<file path="src/assert_macros.svh">
// ============================================================================
// Assertion macros
// Shared concurrent assertion wrappers. Define ASSERT_OFF to compile them out.
// ============================================================================
`ifndef ASSERT_MACROS_SVH
`define ASSERT_MACROS_SVH
`ifndef ASSERT_OFF
// Checked on every rising edge while reset is released.
`define ASSERT_RST(label, clk, rst_n, prop, msg) \
    label: assert property (@(posedge clk) disable iff (!rst_n) prop) else $error(msg);
// Checked on every rising edge, reset included.
`define ASSERT_CLK(label, clk, prop, msg) \
    label: assert property (@(posedge clk) prop) else $error(msg);
`else
`define ASSERT_RST(label, clk, rst_n, prop, msg)
`define ASSERT_CLK(label, clk, prop, msg)
`endif
`endif

</file>
<file path="src/huk_pkg.sv">
// ============================================================================
// huk_pkg
// Types, constants and the microprogram of the heap update-key engine.
// ============================================================================
package huk_pkg;

    localparam int DEPTH  = 64;
    localparam int IDX_W  = 6;
    localparam int USED_W = 7;
    localparam int KEY_W  = 32;
    localparam int APB_W  = 32;
    localparam int STEP_W = 4;

    localparam logic [1:0] OP_WRITE  = 2'd0;
    localparam logic [1:0] OP_READ   = 2'd1;
    localparam logic [1:0] OP_UPDATE = 2'd2;

    typedef struct packed {
        logic [1:0]              op;
        logic [IDX_W-1:0]        index;
        logic signed [KEY_W-1:0] value;
    } huk_req_t;

    typedef struct packed {
        logic signed [KEY_W-1:0] read_value;
        logic                    status;
    } huk_rsp_t;

    // Program steps.
    localparam logic [STEP_W-1:0] ST_IDLE     = 4'd0;
    localparam logic [STEP_W-1:0] ST_DISPATCH = 4'd1;
    localparam logic [STEP_W-1:0] ST_WR       = 4'd2;
    localparam logic [STEP_W-1:0] ST_RD       = 4'd3;
    localparam logic [STEP_W-1:0] ST_UP_TEST  = 4'd4;
    localparam logic [STEP_W-1:0] ST_UP_CMP   = 4'd5;
    localparam logic [STEP_W-1:0] ST_DN_L     = 4'd6;
    localparam logic [STEP_W-1:0] ST_DN_R     = 4'd7;
    localparam logic [STEP_W-1:0] ST_DN_CMP   = 4'd8;
    localparam logic [STEP_W-1:0] ST_PLACE    = 4'd9;
    localparam logic [STEP_W-1:0] ST_FIN      = 4'd10;

    typedef enum logic [1:0] {RA_IN, RA_PARENT, RA_LEFT, RA_RIGHT} rd_sel_t;
    typedef enum logic [1:0] {WD_VAL, WD_PARENT, WD_WIN} wr_sel_t;
    typedef enum logic [1:0] {PS_HOLD, PS_PARENT, PS_WIN} pos_sel_t;
    typedef enum logic [2:0] {
        C_ALWAYS, C_NO_REQ, C_DISPATCH, C_POS_ROOT,
        C_NOT_GT, C_LEFT_OUT, C_NO_WIN, C_OUT_BUSY
    } cond_t;

    // One control word per step. When gated is set, the datapath actions of
    // the word take effect only if the jump condition is false.
    typedef struct packed {
        logic              rd_en;
        rd_sel_t           rd_sel;
        logic              wr_en;
        wr_sel_t           wr_sel;
        pos_sel_t          pos_sel;
        logic              latch_in;
        logic              latch_rd;
        logic              latch_best;
        logic              load_out;
        logic              gated;
        cond_t             cond;
        logic [STEP_W-1:0] jt;
        logic [STEP_W-1:0] jf;
    } ctrl_word_t;

    typedef struct packed {
        ctrl_word_t word;
        logic       en;
    } huk_cmd_t;

    typedef struct packed {
        logic       req_valid;
        logic       bad;
        logic [1:0] op;
        logic       val_gt_rd;
        logic       pos_root;
        logic       left_out;
        logic       no_win;
        logic       out_busy;
    } huk_flags_t;

    function automatic ctrl_word_t microcode(input logic [STEP_W-1:0] step);
        ctrl_word_t w;
        w         = '0;
        w.rd_sel  = RA_IN;
        w.wr_sel  = WD_VAL;
        w.pos_sel = PS_HOLD;
        w.cond    = C_ALWAYS;
        w.jt      = ST_IDLE;
        w.jf      = ST_IDLE;
        unique case (step)
            ST_IDLE:
            begin
                w.rd_en    = 1'b1;
                w.rd_sel   = RA_IN;
                w.latch_in = 1'b1;
                w.gated    = 1'b1;
                w.cond     = C_NO_REQ;
                w.jt       = ST_IDLE;
                w.jf       = ST_DISPATCH;
            end
            ST_DISPATCH:
            begin
                w.cond = C_DISPATCH;
            end
            ST_WR:
            begin
                w.wr_en  = 1'b1;
                w.wr_sel = WD_VAL;
                w.jt     = ST_FIN;
            end
            ST_RD:
            begin
                w.latch_rd = 1'b1;
                w.jt       = ST_FIN;
            end
            ST_UP_TEST:
            begin
                w.rd_en  = 1'b1;
                w.rd_sel = RA_PARENT;
                w.gated  = 1'b1;
                w.cond   = C_POS_ROOT;
                w.jt     = ST_PLACE;
                w.jf     = ST_UP_CMP;
            end
            ST_UP_CMP:
            begin
                w.wr_en   = 1'b1;
                w.wr_sel  = WD_PARENT;
                w.pos_sel = PS_PARENT;
                w.gated   = 1'b1;
                w.cond    = C_NOT_GT;
                w.jt      = ST_PLACE;
                w.jf      = ST_UP_TEST;
            end
            ST_DN_L:
            begin
                w.rd_en  = 1'b1;
                w.rd_sel = RA_LEFT;
                w.gated  = 1'b1;
                w.cond   = C_LEFT_OUT;
                w.jt     = ST_PLACE;
                w.jf     = ST_DN_R;
            end
            ST_DN_R:
            begin
                w.rd_en      = 1'b1;
                w.rd_sel     = RA_RIGHT;
                w.latch_best = 1'b1;
                w.jt         = ST_DN_CMP;
            end
            ST_DN_CMP:
            begin
                w.wr_en   = 1'b1;
                w.wr_sel  = WD_WIN;
                w.pos_sel = PS_WIN;
                w.gated   = 1'b1;
                w.cond    = C_NO_WIN;
                w.jt      = ST_PLACE;
                w.jf      = ST_DN_L;
            end
            ST_PLACE:
            begin
                w.wr_en  = 1'b1;
                w.wr_sel = WD_VAL;
                w.jt     = ST_FIN;
            end
            ST_FIN:
            begin
                w.load_out = 1'b1;
                w.gated    = 1'b1;
                w.cond     = C_OUT_BUSY;
                w.jt       = ST_FIN;
                w.jf       = ST_IDLE;
            end
            default:
            begin
                w.jt = ST_IDLE;
            end
        endcase
        return w;
    endfunction

    // Multiway jump taken right after a request has been latched.
    function automatic logic [STEP_W-1:0] dispatch_target(input logic bad,
                                                         input logic [1:0] op,
                                                         input logic up);
        logic [STEP_W-1:0] t;
        t = ST_FIN;
        if (!bad)
        begin
            unique case (op)
                OP_WRITE:  t = ST_WR;
                OP_READ:   t = ST_RD;
                OP_UPDATE: t = up ? ST_UP_TEST : ST_DN_L;
                default:   t = ST_FIN;
            endcase
        end
        return t;
    endfunction

endpackage

</file>
<file path="src/heap_update_key.sv">
// ============================================================================
// heap_update_key
// Binary max-heap of signed 32-bit keys with write, read and update-key.
//
// The block keeps up to 64 signed keys in an internal store and treats the
// first heap_size of them as a binary max-heap (children of entry i are
// 2i+1 and 2i+2). Each request carries an op, an index and a value, and
// produces exactly one response. A write stores the value at the index, a
// read returns the entry at the index, and an update replaces the key at the
// index and restores heap order: a larger key sifts up toward the root, any
// other key sifts down, swapping with the larger child (the left one on a
// tie). A request whose index is not below the used size returns status 1
// with a zero value and changes nothing. Only one request is in flight at a
// time; the next one is taken as soon as the engine is back at its idle step,
// even while the previous response is still waiting in the output register.
// An update swaps at most six times. The store gives one read and one write
// per cycle, so every heap level costs two steps of the microprogram going
// up and three going down. If the previous response is still stalled in the
// output register when a new one is ready, the engine holds at its last step
// until that response is taken. heap_size is the only register, at APB
// address 0; values above 64 are treated as 64. Entries must be written
// before they are read or compared; the store has no reset.
// ============================================================================
`include "assert_macros.svh"

module heap_update_key (
    input  logic                          clk,
    input  logic                          rst_n,
    input  logic                          req_valid,
    output logic                          req_stall,
    input  huk_pkg::huk_req_t             req_data,
    output logic                          rsp_valid,
    input  logic                          rsp_stall,
    output huk_pkg::huk_rsp_t             rsp_data,
    input  logic                          psel,
    input  logic                          penable,
    input  logic                          pwrite,
    input  logic [2:0]                    paddr,
    input  logic [huk_pkg::APB_W-1:0]     pwdata,
    output logic [huk_pkg::APB_W-1:0]     prdata,
    output logic                          pready
);
    import huk_pkg::*;

    logic [USED_W-1:0] heap_size_reg;
    logic [USED_W-1:0] used;
    huk_cmd_t          cmd;
    huk_flags_t        flags;
    logic              idle;

    // The register file holds only heap_size; address bit 2 selects beyond it,
    // and such writes are dropped.
    always_ff @(posedge clk or negedge rst_n)
    begin
        if (!rst_n)
        begin
            heap_size_reg <= '0;
        end
        else if (psel && penable && pwrite && pready && !paddr[2])
        begin
            heap_size_reg <= pwdata[USED_W-1:0];
        end
    end

    assign pready = 1'b1;
    assign prdata = paddr[2] ? '0 : {{(APB_W - USED_W){1'b0}}, heap_size_reg};

    // The used size saturates at the store depth.
    assign used = (heap_size_reg > USED_W'(DEPTH)) ? USED_W'(DEPTH) : heap_size_reg;

    // A new request is taken only while the program sits at its idle step.
    assign req_stall = !idle;

    huk_sequencer u_seq (
        .clk   (clk),
        .rst_n (rst_n),
        .flags (flags),
        .cmd   (cmd),
        .idle  (idle)
    );

    huk_datapath u_dp (
        .clk       (clk),
        .rst_n     (rst_n),
        .cmd       (cmd),
        .req_valid (req_valid),
        .req_data  (req_data),
        .used      (used),
        .rsp_stall (rsp_stall),
        .flags     (flags),
        .rsp_valid (rsp_valid),
        .rsp_data  (rsp_data)
    );

    `ASSERT_RST(a_one_in_flight, clk, rst_n, ((req_valid && !req_stall) |=> req_stall), "second request taken while busy")
    `ASSERT_RST(a_no_overwrite, clk, rst_n, ((cmd.en && cmd.word.load_out) |-> !(rsp_valid && rsp_stall)), "pending response overwritten")

endmodule

</file>
<file path="src/huk_sequencer.sv">
// ============================================================================
// huk_sequencer
// Step counter with the microprogram ROM and conditional jump logic.
// ============================================================================
`include "assert_macros.svh"

module huk_sequencer (
    input  logic                clk,
    input  logic                rst_n,
    input  huk_pkg::huk_flags_t flags,
    output huk_pkg::huk_cmd_t   cmd,
    output logic                idle
);
    import huk_pkg::*;

    logic [STEP_W-1:0] step_reg;
    logic [STEP_W-1:0] step_next;
    ctrl_word_t        word;
    logic              cond_true;

    assign word = microcode(step_reg);

    always_comb
    begin
        unique case (word.cond)
            C_ALWAYS:   cond_true = 1'b1;
            C_NO_REQ:   cond_true = !flags.req_valid;
            C_DISPATCH: cond_true = 1'b0;
            C_POS_ROOT: cond_true = flags.pos_root;
            C_NOT_GT:   cond_true = !flags.val_gt_rd;
            C_LEFT_OUT: cond_true = flags.left_out;
            C_NO_WIN:   cond_true = flags.no_win;
            C_OUT_BUSY: cond_true = flags.out_busy;
            default:    cond_true = 1'b1;
        endcase
    end

    always_comb
    begin
        if (word.cond == C_DISPATCH)
        begin
            step_next = dispatch_target(flags.bad, flags.op, flags.val_gt_rd);
        end
        else if (cond_true)
        begin
            step_next = word.jt;
        end
        else
        begin
            step_next = word.jf;
        end
    end

    always_ff @(posedge clk or negedge rst_n)
    begin
        if (!rst_n)
        begin
            step_reg <= ST_IDLE;
        end
        else
        begin
            step_reg <= step_next;
        end
    end

    assign cmd.word = word;
    assign cmd.en   = !(word.gated && cond_true);
    assign idle     = (step_reg == ST_IDLE);

    `ASSERT_CLK(a_step_in_program, clk, (!rst_n || step_reg <= ST_FIN), "step left program")

endmodule

</file>
<file path="src/huk_datapath.sv">
// ============================================================================
// huk_datapath
// Heap store, sift registers, comparators and the result register.
// ============================================================================
`include "assert_macros.svh"

module huk_datapath (
    input  logic                              clk,
    input  logic                              rst_n,
    input  huk_pkg::huk_cmd_t                 cmd,
    input  logic                              req_valid,
    input  huk_pkg::huk_req_t                 req_data,
    input  logic [huk_pkg::USED_W-1:0]        used,
    input  logic                              rsp_stall,
    output huk_pkg::huk_flags_t               flags,
    output logic                              rsp_valid,
    output huk_pkg::huk_rsp_t                 rsp_data
);
    import huk_pkg::*;

    logic [KEY_W-1:0]        mem [DEPTH];
    logic signed [KEY_W-1:0] rdata_reg;

    logic [1:0]              op_reg;
    logic [IDX_W-1:0]        pos_reg;
    logic signed [KEY_W-1:0] val_reg;
    logic                    bad_reg;
    logic signed [KEY_W-1:0] rd_reg;
    logic signed [KEY_W-1:0] best_key_reg;
    logic                    best_win_reg;
    logic                    out_valid_reg;
    huk_rsp_t                out_data_reg;

    logic                    act;
    logic [IDX_W-1:0]        parent;
    logic [USED_W-1:0]       left;
    logic [USED_W:0]         right;
    logic                    right_in;
    logic                    right_gt;
    logic [IDX_W-1:0]        win_idx;
    logic signed [KEY_W-1:0] win_key;
    logic [IDX_W-1:0]        rd_addr;
    logic signed [KEY_W-1:0] wr_data;
    logic                    best_gt;

    assign act      = cmd.en;
    assign parent   = (pos_reg - IDX_W'(1)) >> 1;
    assign left     = {pos_reg, 1'b1};
    assign right    = {1'b0, left} + (USED_W + 1)'(1);
    assign right_in = right < {1'b0, used};
    assign right_gt = right_in && (rdata_reg > best_key_reg);
    assign win_idx  = right_gt ? right[IDX_W-1:0] : left[IDX_W-1:0];
    assign win_key  = right_gt ? rdata_reg : best_key_reg;
    assign best_gt  = rdata_reg > val_reg;

    always_comb
    begin
        case (cmd.word.rd_sel)
            RA_IN:     rd_addr = req_data.index;
            RA_PARENT: rd_addr = parent;
            RA_LEFT:   rd_addr = left[IDX_W-1:0];
            RA_RIGHT:  rd_addr = right[IDX_W-1:0];
            default:   rd_addr = pos_reg;
        endcase
    end

    always_comb
    begin
        case (cmd.word.wr_sel)
            WD_VAL:    wr_data = val_reg;
            WD_PARENT: wr_data = rdata_reg;
            WD_WIN:    wr_data = win_key;
            default:   wr_data = val_reg;
        endcase
    end

    // Heap store: one write and one registered read per cycle.
    always_ff @(posedge clk)
    begin
        if (act && cmd.word.wr_en)
        begin
            mem[pos_reg] <= wr_data;
        end
        if (act && cmd.word.rd_en)
        begin
            rdata_reg <= mem[rd_addr];
        end
    end

    always_ff @(posedge clk)
    begin
        if (act && cmd.word.latch_in)
        begin
            op_reg  <= req_data.op;
            val_reg <= req_data.value;
            bad_reg <= ({1'b0, req_data.index} >= used);
            rd_reg  <= '0;
        end
        if (act && cmd.word.latch_rd)
        begin
            rd_reg <= rdata_reg;
        end
        if (act && cmd.word.latch_best)
        begin
            best_win_reg <= best_gt;
            best_key_reg <= best_gt ? rdata_reg : val_reg;
        end
        if (act && cmd.word.load_out)
        begin
            out_data_reg.read_value <= rd_reg;
            out_data_reg.status     <= bad_reg;
        end
        if (act && cmd.word.latch_in)
        begin
            pos_reg <= req_data.index;
        end
        else if (act)
        begin
            case (cmd.word.pos_sel)
                PS_PARENT: pos_reg <= parent;
                PS_WIN:    pos_reg <= win_idx;
                default:   pos_reg <= pos_reg;
            endcase
        end
    end

    always_ff @(posedge clk or negedge rst_n)
    begin
        if (!rst_n)
        begin
            out_valid_reg <= 1'b0;
        end
        else if (act && cmd.word.load_out)
        begin
            out_valid_reg <= 1'b1;
        end
        else if (!rsp_stall)
        begin
            out_valid_reg <= 1'b0;
        end
    end

    assign flags.req_valid = req_valid;
    assign flags.bad       = bad_reg;
    assign flags.op        = op_reg;
    assign flags.val_gt_rd = val_reg > rdata_reg;
    assign flags.pos_root  = (pos_reg == '0);
    assign flags.left_out  = (left >= used);
    assign flags.no_win    = !right_gt && !best_win_reg;
    assign flags.out_busy  = out_valid_reg && rsp_stall;

    assign rsp_valid = out_valid_reg;
    assign rsp_data  = out_data_reg;

    `ASSERT_RST(a_write_in_heap, clk, rst_n, ((act && cmd.word.wr_en) |-> ({1'b0, pos_reg} < used)), "store write outside used size")

endmodule

</file>
<file path="config.mk">
export PLATFORM = sky130hd
export DESIGN_NAME = heap_update_key
export DESIGN_NICKNAME = d
export VERILOG_FILES = /design/src/huk_pkg.sv /design/src/heap_update_key.sv /design/src/huk_sequencer.sv /design/src/huk_datapath.sv
export VERILOG_INCLUDE_DIRS = /design/src /design/src/src
export SDC_FILE = /design/constraint.sdc
export NUM_CORES = 2
export LEC_CHECK = 0
export BUFFER_PORTS_ARGS = -buffer_cell sky130_fd_sc_hd__buf_2
export CORE_MARGIN = 2
export CORE_UTILIZATION = 35
export CTS_CLUSTER_DIAMETER = 80
export CTS_CLUSTER_SIZE = 14
export DETAILED_ROUTE_END_ITERATION = 8
export SLEW_MARGIN = 25
export SYNTH_ARGS = -nofsm -noshare
export SYNTH_HDL_FRONTEND = slang
export SYNTH_SLANG_ARGS = --single-unit
</file>
<file path="constraint.sdc">
create_clock -name clk -period 11.65 [get_ports clk]
set_input_delay 1.165 -clock clk [delete_from_list [all_inputs] [get_ports clk]]
set_output_delay 1.165 -clock clk [all_outputs]
set_load 0.01 [all_outputs]
</file>
==> flow_summary.yaml <==
timing:
  setup_tns_ns: 0
  hold_slack_ns: 0.197
  relSlewSlack_pct: 24.8
  maxSlewViolCount: 0
  max_freq_ghz: 0.159
  setup_violations: 0
  finalCritPeriodShare_pct: 53.8
  worst_pin_slew_ns: 1.13
  skew_ns: 0.0324
  layout_setup_ws_ns: 5.38
  finalHoldViolCount: 0
  rsz0062_at_grt: "false"
  period_needed_ns: 6.27
critical_path:
  end_kind: "flop"
  path_cells: "nand3_1 -> o21ai_0 -> o21ai_0 -> ha_1 -> inv_1 -> o22ai_1 -> nor2_1 -> o211ai_1 -> nor4_2 -> o21ai_4 -> buf_4 -> o21ai_4 -> buf_4"
  startpoint_type: "flop"
  cp_max_fo: 33
  crit_type: "reg2reg"
  worst_ep_required_time_ns: 12.23
  crit_arrival_ns: 6.85
  slowest_delay_ns: 0.91
  cp_slowest_cell: "nand3_1"
worst_hold_path:
  hp-class: "in2async"
pwr:
  p_switching_mw: 7.67
  clkPwrFrac_pct: 23.7
  p_total_mw: 23.3
  leakage_nw: 30.9
  ir_drop_mv: 0.194
  p_seq_share_pct: 47.6
  combPwrFrac_pct: 28.8
  p_per_area_nw_per_um2: 236
  intPower_mw: 15.6
  swShare_pct: 32.9
synthesis:
  synthMuxAreaShare_pct: 14.9
  syn_inst: 4242
  synth-adder-area-share_pct: 1.19
  ys_types: 72
  yosys_register_bits: 2231
  synth_flop_cell: "edfxtp_1"
  synth-simple-area-share_pct: 3.14
  synth_compound_area_share_pct: 2.84
  synth_area_um2: 88200
  synthArstFlopShare_pct: 0.538
  synth_top_family_by_area: "multiplexers"
  synth-edff-count: 2219
  syn_avg_cell_area_um2: 20.8
  synth-seq-area-share_pct: 75.9
  synth_xor_area_share_pct: 0.119
  ys.warnings.count: 0
final_layout:
  final_util_pct: 39.3
  syn_to_final_growth_pct: 11.9
  fillers: 22200
  seqCellArea_um2: 66900
  largest_register: "u_dp.mem"
  fin_nets: 4618
  final_cell_mix: "edfxtp_1 (2219), mux4_2 (508), nand2_1 (284)"
  final_common_cell: "edfxtp_1"
  largest_reg_flops: 2048
  multiInputGateArea_um2: 20600
  layout-drive-gt1-share_pct: 25.6
cts:
  htreeDepth: 4
  cts_tree: "yes"
  cts_resized: 0
  cts_root_buffer: "clkbuf_16"
  cts_num_sinks: 2231
  post_cts_buffers: 0
  path_clk_slew_ns: 0.07
  clk_latency_ns: 0.84
  cts_buffer_depth: 3
  holdBufCountCts: 0
  cts_buffers: 179
global_routing:
  grt_start_max_net_pins: 128
  grtUsageTotal_pct: 17.3
  grt_pass1_vias: 43100
  antenna_found_initial: 24
  grt_overflow_total: 0
  grt_pass1_wl_um: 320000
floorplanning:
  core_um2: 251000
  dieArea_um2: 256000
  ios: 150
  start_util_pct: 35.1
  die_x_um: 506
  rows: 184
  die_h_um: 506
run:
  max_cap_violations: 0
routing:
  firstDrtPassIters: 8
  wl_per_cell_um: 28.6
  ant_nets: 0
  vias: 43400
  vias_per_cell: 5.54
  wirelength_um: 224000
  drt_iter0_drc: 4972
  route.detailed.drc: 0
placed_design:
  place.gp.congestion: 0.832
  pre_cts_ws_ns: 5.37
  dp_hpwl_um: 123000
  port_buffers: 96
outcome:
  status: "completed"
-- routing by layer --
layer  track usage [%]  vias to the layer above  part of all wire [%]
li1                  -                    18000                     -
met1              24.2                    23400                    42
met2              27.3                     1792                    47
met3              3.13                      286                   7.6
met4              5.74                       14                   3.0
met5                 0                        -                 0.052
-- path summary, 6_finish.rpt --
| check | start | to | slack (ns) | depth (start not counted) |
|---|---|---|---|---|
| max in group asynchronous | rst_n | u_seq.step_reg[3]$_DFF_PN0_ | 11.21 | 1 |
| worst min-delay path | rst_n | heap_size_reg[5]$_DFFE_PN0P_ | 0.20 | 1 |
| worst max register to register | u_dp.pos_reg[2]$_DFFE_PP_ | u_dp.mem[24][16]$_DFFE_PP_ | 5.38 | 13 |
| worst min register to register | u_dp.rd_reg[22]$_SDFFCE_PN0P_ | u_dp.rsp_data[23]$_DFFE_PP_ | 0.42 | 0 |
| min in group clk | u_dp.rd_reg[22]$_SDFFCE_PN0P_ | u_dp.rsp_data[23]$_DFFE_PP_ | 0.42 | 0 |
| worst max-delay path | u_dp.pos_reg[2]$_DFFE_PP_ | u_dp.mem[24][16]$_DFFE_PP_ | 5.38 | 13 |
-- critical path: cells and delay by family (launching register included) --
kind	cells	cell delay (ns)
flip-flops	1	0.75
AND/OR/NAND/NOR	3	1.80
AO/OA/AOI/OAI	6	1.97
buffers and inverters	3	1.02
adder cells (fa/ha/maj)	1	0.34
-- synthesized netlist by cell type, drive strengths merged, types with 32 or more instances --
| master | number | area share, % |
|---|---|---|
| mux2i | 129 | 1.5 |
| inv | 75 | 0.32 |
| mux4 | 508 | 13 |
| nand2 | 284 | 1.2 |
| clkbuf | 84 | 0.36 |
| a222oi | 32 | 0.36 |
| edfxtp | 2219 | 76 |
| buf | 175 | 1.2 |
| nor2 | 45 | 0.22 |
| and4 | 33 | 0.33 |
| and3 | 37 | 0.26 |
| nor3 | 71 | 0.41 |
| mux2 | 40 | 0.51 |
| ha | 84 | 1.2 |
| a21oi | 47 | 0.27 |
| o21ai | 69 | 0.39 |
| a32oi | 113 | 1.1 |
-- power by group through the flow --
stage	Combinational [mW]	Sequential (mW)	Clock, mW
final	6.70	11.1	5.52
after floorplan	3.83	11.4	0
after detailed placement	6.72	11.2	0
after global routing	7.12	11.1	5.92
after global placement	6.52	11.2	0
after CTS	6.72	11.1	5.64
-- kinds of logic after synthesis --
logic type               Yosys count
flip-flops                      2231
multiplexers                     677
AND/OR/NAND/NOR                  567
buffers and inverters            335
AO/OA/AOI/OAI                    334
adder cells (fa/ha/maj)           84
XOR/XNOR                          12
other                              2
-- final cells by class --
cell class                 instances  area share [%]
sequential                      2231            67.8
multi-input combinational       1700            20.8
clock buffer                     191            4.72
tap                             3348            4.25
timing repair buffer             264            1.83
inverter                          76           0.289
clock inverter                    16           0.197
antenna                           15          0.0380
-- stage by stage --
stage / instance area [µm²] / instances
floorplan: 88300 / 4266
global placement: 93700 / 7612
detailed placement: 93700 / 7618
CTS: 98600 / 7825
global route: 98600 / 7834
finish: 98700 / 7841
(Power assumes the default switching activity.)
